[src/dtfp_pkg.sv]
// Shared types and constants for the decimal text to fixed point converter.
`timescale 1ns / 1ps
`default_nettype none

package dtfp_pkg;

   localparam int CHAR_W  = 8;
   localparam int VALUE_W = 64;
   localparam int COUNT_W = 5;

   localparam logic [CHAR_W-1:0] CHAR_NUL   = 8'h00;
   localparam logic [CHAR_W-1:0] CHAR_ZERO  = 8'h30;
   localparam logic [CHAR_W-1:0] CHAR_NINE  = 8'h39;
   localparam logic [CHAR_W-1:0] CHAR_POINT = 8'h2E;
   localparam logic [CHAR_W-1:0] CHAR_COMMA = 8'h2C;
   localparam logic [CHAR_W-1:0] CHAR_MINUS = 8'h2D;

   // counters stick at their top value
   localparam logic [COUNT_W-1:0] COUNT_TOP = 5'd31;

   // fraction positions held in the weight lookup; deeper positions weigh zero
   localparam int FRAC_POS_N    = 32;
   localparam int WEIGHT_POS_N  = 19;

   localparam logic [63:0] POW10 [20] = '{
      64'd1, 64'd10, 64'd100, 64'd1000,
      64'd10000, 64'd100000, 64'd1000000,
      64'd10000000, 64'd100000000, 64'd1000000000,
      64'd10000000000, 64'd100000000000,
      64'd1000000000000, 64'd10000000000000,
      64'd100000000000000, 64'd1000000000000000,
      64'd10000000000000000, 64'd100000000000000000,
      64'd1000000000000000000, 64'd10000000000000000000
   };

   typedef struct packed {
      logic is_negative;
      logic overflowed;
   } sign_flags_type;

endpackage

`default_nettype wire

[src/decimal_text_to_fixed_point_unit.sv]
// Top level: ASCII decimal text in, signed fixed point number out.
//
// Usage: feed one ASCII character per beat on the req_ stream. Digits before
// a '.' or ',' build the integer part, each '-' there flips the sign, and
// digits after the point add their decimal weight in FRAC_BITS fraction bits.
// A NUL beat closes the number (the NUL itself is not counted), as does the
// MAX_CHARS-th non-NUL character. Each closed number leaves as one rsp_ beat:
// rsp_tdata carries the two's complement value, rsp_tuser flags clamping.
// Throughput: one character per cycle while req_tready is high; the accumulate
// step is a constant multiply-by-ten and one digit-weight product, combinational.
// A closing beat is registered in the snapshot at the accepting edge, then in
// the magnitude stage with clamp, then in the sign stage that drives rsp_tvalid.
// Reset clears the partial number and empties the result pipeline.
// When the receiver stalls, up to three results are held in the pipeline;
// req_tready falls only once a result is waiting in every stage.
`timescale 1ns / 1ps
`default_nettype none

module decimal_text_to_fixed_point_unit #(
   parameter int MAX_CHARS = 16,
   parameter int FRAC_BITS = 16
) (
   input  wire logic         clock,
   input  wire logic         reset,
   input  wire logic         req_tvalid,
   output logic              req_tready,
   input  wire logic [7:0]   req_tdata,   // [7:0] char_code
   output logic              rsp_tvalid,
   input  wire logic         rsp_tready,
   output logic [63:0]       rsp_tdata,   // [63:0] value
   output logic              rsp_tuser    // [0] saturated
);
   import dtfp_pkg::*;

   localparam int WHOLE_W = 63 - FRAC_BITS;
   localparam int FRAC_W  = FRAC_BITS + 1;
   localparam int MAG_W   = VALUE_W - 1;

   logic                 p_valid, p_ready;
   logic [WHOLE_W-1:0]   p_whole;
   logic [FRAC_W-1:0]    p_frac;
   sign_flags_type       p_flags;

   dtfp_parse #(
      .MAX_CHARS (MAX_CHARS),
      .FRAC_BITS (FRAC_BITS)
   ) u_parse (
      .clock     (clock),
      .reset     (reset),
      .in_valid  (req_tvalid),
      .in_ready  (req_tready),
      .in_char   (req_tdata),
      .out_valid (p_valid),
      .out_ready (p_ready),
      .out_whole (p_whole),
      .out_frac  (p_frac),
      .out_flags (p_flags)
   );

   logic               mag_valid_ff;
   logic [MAG_W-1:0]   mag_ff, mag_in;
   logic               mag_neg_ff;
   logic               mag_sat_ff, mag_sat_in;
   logic [VALUE_W-1:0] mag_sum;

   logic               out_valid_ff;
   logic [VALUE_W-1:0] value_ff, value_in;
   logic               sat_ff;

   logic               out_ready, mag_ready;

   assign out_ready = !out_valid_ff || rsp_tready;
   assign mag_ready = !mag_valid_ff || out_ready;
   assign p_ready   = mag_ready;

   // whole shifted into place plus fraction; the fraction may carry into the whole
   assign mag_sum    = {1'b0, p_whole, {FRAC_BITS{1'b0}}} + VALUE_W'(p_frac);
   assign mag_sat_in = p_flags.overflowed || mag_sum[VALUE_W-1];
   assign mag_in     = mag_sum[VALUE_W-1] ? {MAG_W{1'b1}} : mag_sum[MAG_W-1:0];

   assign value_in = mag_neg_ff ? (VALUE_W'(0) - {1'b0, mag_ff}) : {1'b0, mag_ff};

   always_ff @(posedge clock) begin
      if (reset) begin
         mag_valid_ff <= 1'b0;
      end else if (mag_ready) begin
         mag_valid_ff <= p_valid;
      end
   end

   always_ff @(posedge clock) begin
      if (mag_ready && p_valid) begin
         mag_ff     <= mag_in;
         mag_neg_ff <= p_flags.is_negative;
         mag_sat_ff <= mag_sat_in;
      end
   end

   always_ff @(posedge clock) begin
      if (reset) begin
         out_valid_ff <= 1'b0;
      end else if (out_ready) begin
         out_valid_ff <= mag_valid_ff;
      end
   end

   always_ff @(posedge clock) begin
      if (out_ready && mag_valid_ff) begin
         value_ff <= value_in;
         sat_ff   <= mag_sat_ff;
      end
   end

   assign rsp_tvalid = out_valid_ff;
   assign rsp_tdata  = value_ff;
   assign rsp_tuser  = sat_ff;

endmodule

`default_nettype wire

[src/dtfp_parse.sv]
// Character decoder and running accumulator; snapshots a finished number.
`timescale 1ns / 1ps
`default_nettype none

module dtfp_parse #(
   parameter int MAX_CHARS = 16,
   parameter int FRAC_BITS = 16
) (
   input  wire logic                          clock,
   input  wire logic                          reset,
   input  wire logic                          in_valid,
   output logic                               in_ready,
   input  wire logic [dtfp_pkg::CHAR_W-1:0]   in_char,
   output logic                               out_valid,
   input  wire logic                          out_ready,
   output logic [62-FRAC_BITS:0]              out_whole,
   output logic [FRAC_BITS:0]                 out_frac,
   output dtfp_pkg::sign_flags_type           out_flags
);
   import dtfp_pkg::*;

   localparam int WHOLE_W = 63 - FRAC_BITS;
   localparam int FRAC_W  = FRAC_BITS + 1;
   localparam int MUL_W   = WHOLE_W + 4;
   localparam int FSUM_W  = FRAC_BITS + 5;
   localparam logic [COUNT_W-1:0] LAST_COUNT = COUNT_W'(MAX_CHARS);

   logic [FRAC_BITS-1:0] weight_tab [FRAC_POS_N];

   // weight of position k is round(2^FRAC_BITS / 10^k), entry k-1
   for (genvar i = 0; i < FRAC_POS_N; i++) begin : g_weight
      if (i < WEIGHT_POS_N) begin : g_tab
         localparam logic [63:0] WT =
            (((64'd1 << (FRAC_BITS + 1)) / POW10[i + 1]) + 64'd1) >> 1;
         assign weight_tab[i] = WT[FRAC_BITS-1:0];
      end else begin : g_zero
         assign weight_tab[i] = '0;
      end
   end

   logic [WHOLE_W-1:0] whole_ff, whole_in;
   logic [FRAC_W-1:0]  frac_ff, frac_in;
   logic [COUNT_W-1:0] fdig_ff, fdig_in;
   logic [COUNT_W-1:0] cnt_ff, cnt_in;
   logic               after_ff, after_in;
   logic               neg_ff, neg_in;
   logic               ovf_ff, ovf_in;

   logic                  snap_valid_ff;
   logic [WHOLE_W-1:0]    snap_whole_ff, snap_whole_in;
   logic [FRAC_W-1:0]     snap_frac_ff, snap_frac_in;
   sign_flags_type        snap_flags_ff, snap_flags_in;

   logic               is_digit, is_nul, count_full, take, done;
   logic [3:0]         digit;
   logic [MUL_W-1:0]   whole_mul;
   logic               whole_over;
   logic [FSUM_W-1:0]  frac_prod, frac_sum;
   logic               frac_over;

   assign in_ready   = !snap_valid_ff || out_ready;
   assign take       = in_valid && in_ready;
   assign is_nul     = (in_char == CHAR_NUL);
   assign is_digit   = (in_char >= CHAR_ZERO) && (in_char <= CHAR_NINE);
   assign digit      = is_digit ? in_char[3:0] : 4'd0;

   // whole * 10 + digit; any bit above the field means clamp
   assign whole_mul  = (MUL_W'(whole_ff) << 3) + (MUL_W'(whole_ff) << 1) + MUL_W'(digit);
   assign whole_over = |whole_mul[MUL_W-1:WHOLE_W];

   assign frac_prod  = FSUM_W'(digit) * FSUM_W'(weight_tab[fdig_ff]);
   assign frac_sum   = FSUM_W'(frac_ff) + frac_prod;
   assign frac_over  = |frac_sum[FSUM_W-1:FRAC_W];

   always_comb begin
      whole_in = whole_ff;
      frac_in  = frac_ff;
      fdig_in  = fdig_ff;
      after_in = after_ff;
      neg_in   = neg_ff;
      ovf_in   = ovf_ff;
      if (!after_ff) begin
         if (is_digit) begin
            if (whole_over) begin
               whole_in = '1;
               ovf_in   = 1'b1;
            end else begin
               whole_in = whole_mul[WHOLE_W-1:0];
            end
         end else if (in_char == CHAR_POINT || in_char == CHAR_COMMA) begin
            after_in = 1'b1;
            fdig_in  = '0;
         end else if (in_char == CHAR_MINUS) begin
            neg_in = !neg_ff;
         end
      end else begin
         if (is_digit) begin
            frac_in = frac_over ? '1 : frac_sum[FRAC_W-1:0];
         end
         if (fdig_ff != COUNT_TOP) begin
            fdig_in = fdig_ff + 1'b1;
         end
      end
      cnt_in = (cnt_ff != COUNT_TOP) ? cnt_ff + 1'b1 : cnt_ff;
   end

   assign count_full = (cnt_in >= LAST_COUNT);
   assign done       = is_nul || count_full;

   // a NUL closes the number as it stands; a full count closes it after this char
   always_comb begin
      if (is_nul) begin
         snap_whole_in = whole_ff;
         snap_frac_in  = frac_ff;
         snap_flags_in = '{is_negative: neg_ff, overflowed: ovf_ff};
      end else begin
         snap_whole_in = whole_in;
         snap_frac_in  = frac_in;
         snap_flags_in = '{is_negative: neg_in, overflowed: ovf_in};
      end
   end

   always_ff @(posedge clock) begin
      if (reset) begin
         whole_ff <= '0;
         frac_ff  <= '0;
         fdig_ff  <= '0;
         cnt_ff   <= '0;
         after_ff <= 1'b0;
         neg_ff   <= 1'b0;
         ovf_ff   <= 1'b0;
      end else if (take) begin
         if (done) begin
            whole_ff <= '0;
            frac_ff  <= '0;
            fdig_ff  <= '0;
            cnt_ff   <= '0;
            after_ff <= 1'b0;
            neg_ff   <= 1'b0;
            ovf_ff   <= 1'b0;
         end else begin
            whole_ff <= whole_in;
            frac_ff  <= frac_in;
            fdig_ff  <= fdig_in;
            cnt_ff   <= cnt_in;
            after_ff <= after_in;
            neg_ff   <= neg_in;
            ovf_ff   <= ovf_in;
         end
      end
   end

   always_ff @(posedge clock) begin
      if (reset) begin
         snap_valid_ff <= 1'b0;
      end else if (take && done) begin
         snap_valid_ff <= 1'b1;
      end else if (out_ready) begin
         snap_valid_ff <= 1'b0;
      end
   end

   always_ff @(posedge clock) begin
      if (take && done) begin
         snap_whole_ff <= snap_whole_in;
         snap_frac_ff  <= snap_frac_in;
         snap_flags_ff <= snap_flags_in;
      end
   end

   assign out_valid = snap_valid_ff;
   assign out_whole = snap_whole_ff;
   assign out_frac  = snap_frac_ff;
   assign out_flags = snap_flags_ff;

endmodule

`default_nettype wire

[config.mk]
export PLATFORM = sky130hd
export DESIGN_NAME = decimal_text_to_fixed_point_unit
export DESIGN_NICKNAME = d
export VERILOG_FILES = /design/src/dtfp_pkg.sv /design/src/decimal_text_to_fixed_point_unit.sv /design/src/dtfp_parse.sv
export SDC_FILE = /design/constraint.sdc
export NUM_CORES = 1
export LEC_CHECK = 0
export ABC_CLOCK_PERIOD_IN_PS = 7300
export BUFFER_PORTS_ARGS = -buffer_cell sky130_fd_sc_hd__buf_2
export CAP_MARGIN = 20
export CELL_PAD_IN_SITES_DETAIL_PLACEMENT = 1
export CELL_PAD_IN_SITES_GLOBAL_PLACEMENT = 2
export CORE_MARGIN = 3
export CORE_UTILIZATION = 41
export DETAILED_ROUTE_END_ITERATION = 12
export GPL_ROUTABILITY_DRIVEN = 0
export PLACE_DENSITY_LB_ADDON = 0.3
export SLEW_MARGIN = 20
export SYNTH_ARGS = -nofsm -noshare
export SYNTH_HDL_FRONTEND = slang
export SYNTH_SLANG_ARGS = --single-unit
[constraint.sdc]
create_clock -name clock -period 7.3 [get_ports clock]
set_input_delay 0 -clock clock [delete_from_list [all_inputs] [get_ports clock]]
set_output_delay 0 -clock clock [all_outputs]
set_load 0.01 [all_outputs]
==> summary.md, run 1 <==
| Metric | Value |
|---|---|
| Status | `finished, final reports clean` |
| Synthesized area | `0.0175 mm^2` |
| Setup TNS Final | `0 ns` |
| Net count, final | `2047` |
| Highest-count cells in the layout ignoring fill and taps | `196 x edfxtp_1, 161 x nand2_1, 142 x nor2_1` |
| Post-layout minimum cycle time | `5.54 ns` |
| Largest net degree at the start of global routing | `95` |
| Syn Area/Cell | `9.63 um^2` |
| DRT iter0 DRCs | `823` |
| EDFF count, synth | `196` |
| Synthesis warning total | `0` |
| Top FF cell, synth | `edfxtp_1` |
| Pre-CTS WS | `1.64 ns` |
| #FFs+latches synth | `276` |
| TritonCTS Buffers | `34` |
| Total gr overflow | `0` |
| CTS tree | `done` |
| DRC violations left | `0` |
| Count of buffers from port buffering | `78` |
| Vias | `13.6k` |
| Area Overhead vs Synth | `12.6%` |
| Share of layout cells above drive strength 1 | `9.55%` |
| Post-CTS resize count | `0` |
| Hold EP | `u_parse.cnt_ff[4]` |
| Post-CTS setup buffers | `0` |
| Placed cell areas | `0.0184 mm^2` |
| Post-synth ARST share | `0%` |
| Arr. time, crit path | `5.81 ns` |
| Unique cell type count in the Yosys netlist | `65` |
| Placed cells | `2364` |
| Peak VDD IR | `0.000122 V` |
| Syn Nets | `1999` |
| H-tree levels | `2` |
| WHS | `0.0182 ns` |
| Hold path cells | `3` |
| Fin crit share | `75.9%` |
| Starting Density | `41.6%` |
| Worst EP required | `7.57 ns` |
| Crit end category | `register` |
| Core region area | `0.0421 mm^2` |
| Clk slew on worst S/H paths | `0.06 ns` |
| WL final | `45.9 mm` |
| Vias in the first global route | `13.6k` |
| Hold_sp | `req_tvalid` |
| Non-Filler Instances | `2434` |
| PD cells | `184 mW/mm^2` |
| CTS Root Cell | `clkbuf_16` |
| RSZ-0062 raised after global routing | `no` |
| Ant. Diodes | `0` |
| Seq/Total Area, Yosys | `42.7%` |
| Clk_skew | `0.0276 ns` |
| Max_slew headroom | `33.2%` |
| Setup ws final | `1.76 ns` |
| DP HPWL | `35.0 mm` |
| Pins Over Slew Limit | `0` |
| Site Rows | `75` |
| Fmax | `180 MHz` |
| I/O pin cnt | `79` |
| Most common cell after layout, fill and taps aside | `edfxtp_1` |
| Die Wd | `213 um` |
| Num Clock Sinks | `276` |
| First-pass iteration count of the detailed router | `5` |
| Maximum Capacitance Violations | `0` |
| Initial antenna violation count | `1` |
| Worst-path maximum fanout | `27` |
| DR WL/cell | `18.9 um` |
| Setup violators final | `0` |
| Hold violation count in the final report | `0` |
| Setup CP Type | `reg -> reg` |
| ANT nets after route | `0` |
| Die Ht | `213 um` |
| Die footprint | `0.0453 mm^2` |
| GRT Overall Usage | `20.0%` |
| Hold WC Path Type | `in -> reg` |
| Critical Path Source Type | `register` |
| R2R cell count | `20` |
| Pin slew with the least headroom to its limit | `0.998 ns` |
| P_leak | `7.75 nW` |
| RR Endpoint | `u_parse.out_frac[5]` |
| Hold buffer count at CTS | `7` |
| R2R setup slack | `1.76 ns` |
| Vias per inst | `5.59` |
| Worst reg2reg startpoint | `u_parse.fdig_ff[0]` |
| Final Cell Area | `0.0197 mm^2` |
| Clk_lat worst skew | `0.55 ns` |
| Max Root-Sink Buffers | `3` |
| Post-Syn Instances | `1821` |
| First-pass GRT wire length | `73.3 mm` |
## flip-flops by register name, indices dropped and copies added, names as in the netlist, 2 cells and up
signal	count
u_parse.out_frac	17
rsp_tdata	64
mag_ff	63
u_parse.whole_ff	47
u_parse.out_flags	2
u_parse.fdig_ff	5
u_parse.cnt_ff	5
u_parse.out_whole	47
u_parse.frac_ff	17
## cell usage after synthesis, drive strengths merged, types with 2 or more instances
master	number	area share [%]
a2111oi	2	0.10
a211oi	5	0.21
a21boi	6	0.26
a21o	20	0.86
a21oi	107	3.1
a221o	3	0.17
a221oi	6	0.30
a22oi	8	0.34
a311oi	2	0.10
a31oi	90	3.2
and2	33	1.2
and3	31	1.1
and4	4	0.20
buf	9	0.32
clkbuf	78	1.7
dfxtp	80	9.1
edfxtp	196	34
fa	30	3.4
ha	136	9.7
inv	92	2.0
mux2	3	0.19
mux2i	2	0.11
nand2	161	3.4
nand2b	29	1.2
nand3	60	1.7
nand4	28	1.0
nand4b	2	0.10
nor2	145	3.1
nor2b	6	0.21
nor3	22	0.63
nor4	21	0.75
o211ai	9	0.39
o21a	13	0.56
o21ai	136	3.9
o21bai	9	0.39
o31ai	22	1.1
o41ai	10	0.50
or2	6	0.21
or3	21	0.81
or3b	2	0.10
or4	10	0.49
xnor2	101	5.0
xor2	54	2.7
## worst max-delay path by stage
stage | startpoint | end | slack (ns)
floorplan | rsp_tvalid | mag_ff[0] | 1.47
global placement | req_tdata[7] | u_parse.out_frac[5] | 1.82
detailed placement | req_tdata[7] | u_parse.out_frac[5] | 1.64
CTS | u_parse.fdig_ff[0] | u_parse.out_frac[5] | 1.75
global route | u_parse.fdig_ff[1] | u_parse.out_frac[5] | 1.37
finish | u_parse.fdig_ff[0] | u_parse.out_frac[5] | 1.76
## cells by family (layout without fill, tap and decap cells)
| logic type | Yosys count | count (layout) | share of synthesized area, % |
|---|---|---|---|
| adders and majority gates | 166 | 166 | 13.1 |
| AOI/OAI and AO/OA | 455 | 455 | 15.8 |
| and+or+nand+nor | 585 | 585 | 16.4 |
| xor gates and xnor gates | 155 | 155 | 7.74 |
| DFF | 276 | 276 | 42.7 |
| buffers and inverters | 179 | 253 | 3.96 |
| muxes | 5 | 5 | 0.307 |
## area by class of cell
cell class                 instances  area (um^2)
inverter                          92          345
clock inverter                    24          368
sequential                       276         7490
fill                            4745        22400
clock buffer                      38          887
tap                              539          674
timing repair buffer              99          578
multi-input combinational       1366         9400
## where the power goes
part	internal (mW)	switching, mW	total, mW
clock	1.17	0.691	1.86
combinational	0.0320	0.0673	0.0993
sequential	1.66	0.00565	1.67
total	2.87	0.764	3.63
## critical path, cell delays in order (launching register included)
cell and delay, ns:
dfxtp_1 0.39, inv_1 0.14, ha_1 0.24, mux2i_1 0.10, nor3_1 0.28, nand3_1 0.17, fa_1 0.60, fa_1 0.45
fa_1 0.51, inv_1 0.05, ha_1 0.32, nor2b_1 0.16, o21a_1 0.14, o21ai_0 0.12, a21oi_1 0.24, o21ai_0 0.16
a2111o_1 0.43, a21oi_1 0.15, buf_4 0.29, nor2b_1 0.23, a21oi_1 0.10
## layer usage
| layer | global-route usage, % | part of all wire, % |
|---|---|---|
| met5 | 0 | 0 |
| met2 | 30.1 | 43 |
| met3 | 2.03 | 2.4 |
| met4 | 4.98 | 1.6 |
| met1 | 30.9 | 53 |
## stage by stage
step | total power [mW] | util [%]
5_1_grt | 3.75 | 46.8
4_1_cts | 3.67 | 46.8
3_3_place_gp | 1.80 | 43.7
6_report | 3.63 | 46.8
3_5_place_dp | 1.80 | 43.7
2_1_floorplan | 1.77 | -
Note: power is estimated with default switching activity, not from simulation.
==> run 2: changes to the inputs <==
ABC_AREA = 1   (was not set)
ABC_CLOCK_PERIOD_IN_PS = 4600   (was 7300)
CORE_UTILIZATION = 34   (was 41)
clock period = 4.6 ns   (was 7.3 ns; I/O delays follow)
==> run 2 against run 1 <==
Cell area up 20%. Clock power up 48%. Die area up 39%. Worst setup slack worse by 1.6 ns. Combinational power up 140%. Routed wire length up 40%. Core utilization down 6.7 points. Synthesized cell count up 45%. Via count up 29%. Worst hold slack better by 0.13 ns. Non-clock buffer count up 58. Critical path type unchanged. Critical endpoint is now u_parse.out_frac[16].
==> summary.md, run 2 <==
| Metric | Value |
|---|---|
| Adder-cell share of the synthesized area | `11.3%` |
| Biggest area consumer among synthesized cells | `edfxtp_1` |
| Synth Area in Simple Gates | `30.3%` |
| Net count, final | `2956` |
| Die Wd | `251 um` |
| Arr. time, crit path | `4.75 ns` |
| Largest family of logic cells by synthesized area | `simple AND/OR/NAND/NOR gates` |
| Final Cell Area | `0.0238 mm^2` |
| Critical Path Source Type | `register` |
| Most common cell after layout, fill and taps aside | `nand2_1` |
| Fin crit share | `96.9%` |
| First-pass iteration count of the detailed router | `5` |
| Peak VDD IR | `0.000180 V` |
| CP peak stage delay | `0.52 ns` |
| Core region area | `0.0592 mm^2` |
| First-pass GRT wire length | `102 mm` |
| Post-Syn Instances | `2637` |
| Final Total Pwr | `5.65 mW` |
| Clk slew on worst S/H paths | `0.06 ns` |
| Top cell type's share of synthesized area | `28.8%` |
| Synthesized area | `0.0205 mm^2` |
| Pin slew with the least headroom to its limit | `0.910 ns` |
| I/O pin cnt | `79` |
| Maximum Capacitance Violations | `0` |
| Clk_lat worst skew | `0.55 ns` |
| DRC violations left | `0` |
| Area Overhead vs Synth | `16.2%` |
| DRT iter0 DRCs | `703` |
| Clk_skew | `0.0182 ns` |
| DP HPWL | `51.3 mm` |
| Synthesis warning total | `0` |
| Initial antenna violation count | `4` |
| Vias in the first global route | `18.9k` |
| Total gr overflow | `0` |
| Share of layout cells above drive strength 1 | `17.8%` |
| Most frequent cells after synthesis | `623 x nand2_1, 391 x inv_1, 246 x nor2_1` |
| P_leak | `10.9 nW` |
| Hold violation count in the final report | `0` |
| PD cells | `238 mW/mm^2` |
| Max reg flops | `64` |
| Fmax | `224 MHz` |
| Setup violators final | `0` |
| Post-layout minimum cycle time | `4.46 ns` |
| CP dominant cell by count | `nand2_2` |
| ANT nets after route | `0` |
| Crit end category | `register` |
| CTS tree | `done` |
| TritonCTS Buffers | `35` |
| EDFF count, synth | `196` |
| Area contributors post-synth | `edfxtp_1 29%, nand2_1 11%, ha_1 8.3%` |
| WL met2 | `30.7 mm` |
| Critical-path cell list | `nor2_1 -> nand2_2 -> inv_2 -> nand2_2 -> nor2_1 -> fa_1 -> fa_1 -> inv_1 -> fa_1 -> inv_1 -> ha_4 -> nand3_2 -> nand2_2 -> a21oi_2 -> o21ai_2 -> nand3_2 -> nand2_1 -> nand2_2 -> a21boi_4 -> buf_4 -> buf_12 -> nand4_1 -> and2_1` |
| Vias | `17.6k` |
| Placed cell areas | `0.0221 mm^2` |
| Die Ht | `251 um` |
| Metal3 WL | `1.50 mm` |
| Seq/Total Area, Yosys | `36.6%` |
| Setup CP Type | `reg -> reg` |
| Slowest cell on crit path | `fa_1` |
| Site Rows | `89` |
| Fraction of synthesized area in multiplexers | `0%` |
| CTS Root Cell | `clkbuf_16` |
| Syn Area/Cell | `7.76 um^2` |
| Unique cell type count in the Yosys netlist | `55` |
| WL final | `64.1 mm` |
| R2R setup slack | `0.14 ns` |
| Num Clock Sinks | `276` |
| H-tree levels | `2` |
| Largest net degree at the start of global routing | `69` |
| Pins Over Slew Limit | `0` |
| Hold WC Path Type | `in -> reg` |
| Post-synth ARST share | `0%` |
| Die footprint | `0.0632 mm^2` |
| Count of buffers from port buffering | `78` |
| Highest-count cells in the layout ignoring fill and taps | `612 x nand2_1, 383 x inv_1, 226 x nor2_1` |
| Top FF cell, synth | `edfxtp_1` |
| Max Root-Sink Buffers | `3` |
| Post-synthesis compound-gate area fraction | `7.72%` |
| Worst-path maximum fanout | `5` |
| DR WL/cell | `17.9 um` |
| Starting Density | `34.5%` |
| Worst EP required | `4.89 ns` |
| Max_slew headroom | `39.3%` |
| GRT Overall Usage | `20.1%` |
| Vias per inst | `4.92` |
| Ant. Diodes | `0` |
| #FFs+latches synth | `276` |
| Status | `finished, final reports clean` |
| Max Used Layer | `met4` |
| Fillers | `7224` |
| XOR/XNOR share of the synthesized area | `5.18%` |
| Count leader, synth | `nand2_1` |
| Syn Nets | `2815` |
| Met1 Routed Length | `30.1 mm` |
run 2: cell types whose count changed after synthesis, sizes merged, moves of 57 or more:
cell / previous run / this run
o21ai: 136 / 67
or2: 6 / 79
inv: 92 / 414
nor2: 145 / 279
nand2: 161 / 659
a31oi: 90 / 7
nand3: 60 / 158
a21oi: 107 / 164
run 2: kinds of logic after synthesis:
| group | count (synthesis) |
|---|---|
| flops | 276 |
| buf+inv | 468 |
| fa+ha+maj | 166 |
| xor+xnor | 121 |
| simple gates | 1324 |
| compound gates | 282 |
run 2: what timing repair did:
action                     in CTS  in global routing
hold buffers                    7                  0
gates resized for setup         5                 85
setup endpoints to repair      11                 34
pin swaps                       1                 26
hold endpoints to repair       23                  0
cloned                          0                  2
buffers inserted                0                  7
run 2: power by group:
group,internal [mW],switching (mW)
logic,0.0810,0.158
registers,2.64,0.0119
clock network,1.64,1.11
run 2: worst max-delay path: cells and delay by family (launching register included):
kind,cells,cell delay (ns)
AOI/OAI and AO/OA,3,0.42
DFF,1,0.34
buffers and inverters,5,0.45
adders and majority gates,4,1.76
and+or+nand+nor,11,1.23
run 2: through the flow:
| stage | hold WS (ns) | util, % | setup WS [ns] | setup TNS (ns) | std cells |
|---|---|---|---|---|---|
| 2_1_floorplan | 0.194 | - | 0.0457 | 0 | 2637 |
| 3_3_place_gp | 0.323 | 37.3 | 0.0362 | 0 | 3499 |
| 3_5_place_dp | 0.343 | 37.3 | -0.137 | -0.590 | 3499 |
| 4_1_cts | 0.113 | 39.4 | 0.0441 | 0 | 3569 |
| 5_1_grt | 0.186 | 40.1 | -0.120 | -1.67 | 3577 |
| 6_report | 0.146 | 40.1 | 0.143 | 0 | 3577 |
run 2: path summary, 6_finish.rpt:
kind / startpoint / endpoint / cells past startpoint
setup / recovery: u_parse.fdig_ff[4] / u_parse.out_frac[16] / 23
hold / removal: req_tdata[2] / u_parse.neg_ff / 7
setup reg to reg: u_parse.fdig_ff[4] / u_parse.out_frac[16] / 23
hold reg to reg: mag_sat_ff / rsp_tuser / 0
run 2: final cells by class:
class	count	area, um^2	share of cell area [%]
timing repair buffer	157	1080	4.55
multi-input combinational	1893	11500	48.5
sequential	276	7490	31.5
inverter	415	1560	6.55
clock buffer	42	933	3.93
tap	773	967	4.07
clock inverter	21	215	0.906
run 2: per-layer routing:
metal	vias to the layer above	global-route usage, %
met3	99	2.03
li1	8828	-
met4	0	6.27
met2	209	34.9
met5	-	0
met1	8460	26.3
==> run 3: changes to the inputs <==
CORE_ASPECT_RATIO = 1.25   (was not set)
==> run 3 against run 2 <==
Die area hardly changed. Highest routed layer unchanged. Register-to-register slack hardly changed. Cell area is 0.81% lower. Cell count is 0.89% lower. Clock power is 5% lower. Global-route usage is 0.32 points higher. Critical path type unchanged. Sequential share of layout area is 0.27 points higher. First-iteration DRC count stayed put. Largest power group is now sequential cells. Critical endpoint unchanged. Clock skew is 0.0084 ns higher. Fmax is 0.15% lower.
==> summary.md, run 3 (synthesis results as in run 2) <==
| Metric | Value |
|---|---|
| H-tree levels | `1` |
| Switching pwr | `1.26 mW` |
| Hold violation count in the final report | `0` |
| R2R setup slack | `0.14 ns` |
| Initial antenna violation count | `0` |
| CP Buf/Inv Count | `4` |
| Setup CP Type | `reg -> reg` |
| Top Family by Delay on Critical Path | `adder cells` |
| Switching share of power | `22.8%` |
| Hold EP | `u_parse.out_valid` |
| Clock power frac | `47.6%` |
| Non-Filler Instances | `3545` |
| Met2 Usage GRT | `39.7%` |
| Worst EP required | `4.93 ns` |
| Placed cells | `3477` |
| Num Clock Sinks | `276` |
| Largest net degree at the start of global routing | `67` |
| Critical Path Source Type | `register` |
| Power share of the sequential group | `48.2%` |
| Most common cell after layout, fill and taps aside | `nand2_1` |
| Vias per inst | `4.99` |
| Area Overhead vs Synth | `15.2%` |
| Setup TNS Final | `0 ns` |
| ANT nets after route | `0` |
| Hold WC Path Type | `in -> reg` |
| Setup ws final | `0.136 ns` |
| Total gr overflow | `0` |
| Pre-CTS WS | `-0.111 ns` |
| Internal power | `4.25 mW` |
| PD cells | `234 mW/mm^2` |
| Maximum Capacitance Violations | `0` |
| DRT iter0 DRCs | `703` |
| RR Endpoint | `u_parse.out_frac[16]` |
| DP HPWL | `52.3 mm` |
| CTS tree | `done` |
| Final Total Pwr | `5.51 mW` |
| Setup violators final | `0` |
| Hold_sp | `req_tdata[5]` |
| Arr. time, crit path | `4.80 ns` |
| CP dominant cell by count | `nand3_2` |
| I/O pin cnt | `79` |
| Count of buffers from port buffering | `78` |
| Met3 Use GR | `1.45%` |
| DRC violations left | `0` |
| Highest-count cells in the layout ignoring fill and taps | `611 x nand2_1, 377 x inv_1, 227 x nor2_1` |
| First-pass iteration count of the detailed router | `5` |
| Clk slew on worst S/H paths | `0.07 ns` |
| Met1 Use GR | `23.6%` |
| GRT Overall Usage | `20.4%` |
| Comb pwr share | `4.2%` |
| Critical-path cell list | `inv_2 -> ha_4 -> nor2_2 -> nor4_1 -> buf_4 -> nand3_2 -> fa_1 -> fa_2 -> fa_1 -> inv_2 -> ha_4 -> nand3_2 -> nand2_2 -> a21oi_4 -> o21ai_2 -> nand3_2 -> nand2_1 -> nand2_2 -> a21boi_4 -> buf_12 -> nand4_1 -> and2_4` |
| Post-layout minimum cycle time | `4.46 ns` |
| Peak VDD IR | `0.000222 V` |
| Global route hottest layer | `met2` |
| Net count, final | `2942` |
| Ant. Diodes | `0` |
| Clk_lat worst skew | `0.59 ns` |
| Starting Density | `34.7%` |
| Die Ht | `280 um` |
| Fin crit share | `97.0%` |
| CP peak stage delay | `0.52 ns` |
| Crit end category | `register` |
| Die footprint | `0.0632 mm^2` |
| Die Wd | `225 um` |
| Vias in the first global route | `19.0k` |
| P_leak | `10.8 nW` |
| Max_slew headroom | `27.0%` |
| Worst reg2reg startpoint | `u_parse.fdig_ff[0]` |
| Clk_skew | `0.0266 ns` |
| Max reg flops | `64` |
| Share of layout cells above drive strength 1 | `17.6%` |
| Core region area | `0.0590 mm^2` |
| Max Root-Sink Buffers | `3` |
| Site Rows | `99` |
| Pin slew with the least headroom to its limit | `1.09 ns` |
| Hold path cells | `6` |
| Slowest cell on crit path | `fa_1` |
| First-pass GRT wire length | `103 mm` |
| CTS Root Cell | `clkbuf_16` |
| Status | `finished, final reports clean` |
| Fillers | `7120` |
| TritonCTS Buffers | `31` |
| DR WL/cell | `18.4 um` |
| Fmax | `224 MHz` |
| Worst-path maximum fanout | `7` |
| R2R cell count | `22` |
| Pins Over Slew Limit | `0` |
| RSZ-0062 raised after global routing | `yes` |
| WL final | `65.1 mm` |
| Vias | `17.7k` |
run 3: cell types whose count changed in the layout (fill, tap and decap cells not counted), moves of 3 or more:
cell        before  now
clkbuf_16       38   32
clkbuf_1         5    2
inv_1          383  377
clkinvlp_4       1    4
clkinv_2         7    2
clkinv_4         0    5
buf_4           67   54
a21oi_2         22   18
buf_6            1    5
ha_4            10    7
a21oi_1        141  144
inv_2           31   35
run 3: metal layers:
layer / wire, um / share of wire [%]
met4: 2100 / 3.2
met5: 0 / 0
met3: 1360 / 2.1
met2: 34600 / 53
met1: 27000 / 42
run 3: worst max-delay path by stage:
stage	startpoint	end	slack, ns	cells past startpoint
floorplan	u_parse.fdig_ff[0]	u_parse.out_frac[16]	0.05	21
global placement	req_tdata[7]	u_parse.out_frac[12]	-0.02	24
detailed placement	req_tdata[7]	u_parse.out_frac[16]	-0.11	27
CTS	u_parse.fdig_ff[0]	u_parse.out_frac[16]	0.01	22
global route	u_parse.fdig_ff[3]	u_parse.out_frac[16]	-0.05	19
finish	u_parse.fdig_ff[0]	u_parse.out_frac[16]	0.14	22
run 3: per-stage QoR:
step	hold slack [ns]	cell area [um^2]	util, %
2_1_floorplan	0.194	20500	-
3_3_place_gp	0.317	22000	37.4
3_5_place_dp	0.344	22000	37.4
4_1_cts	0.0636	23200	39.4
5_1_grt	0.0795	23600	40.0
6_report	0.0761	23600	40.0
run 3: worst register-to-register path: cells and delay by family (launching register included):
family,cells,cell delay (ns)
fa+ha+maj,5,1.87
simple gates,10,1.07
compound gates,3,0.49
buf+inv,4,0.47
flops,1,0.34
run 3: area by class of cell:
type	instances	area, um^2	area share (%)
repair buffers	147	1010	4.27
inverters	415	1570	6.64
well taps	757	947	4.02
multi-input cells	1893	11500	48.7
flip-flops and latches	276	7500	31.8
clock inverters	24	287	1.22
clock buffers	33	783	3.32
run 3: repair_timing:
| action | CTS | global route |
|---|---|---|
| cloned | 0 | 1 |
| buffers inserted | 2 | 3 |
| hold endpoints to repair | 6 | 0 |
| hold buffers | 5 | 0 |
| pin swaps | 4 | 28 |
| gates resized for setup | 8 | 92 |
| endpoints found under the setup margin | 7 | 34 |
run 3: power by group through the flow:
stage,clock (mW),combinational (mW),sequential (mW)
final,2.62,0.232,2.65
after global routing,2.80,0.259,2.65
after CTS,2.69,0.229,2.65
after detailed placement,0,0.226,2.71
after global placement,0,0.221,2.71
after floorplan,0,0.155,2.70
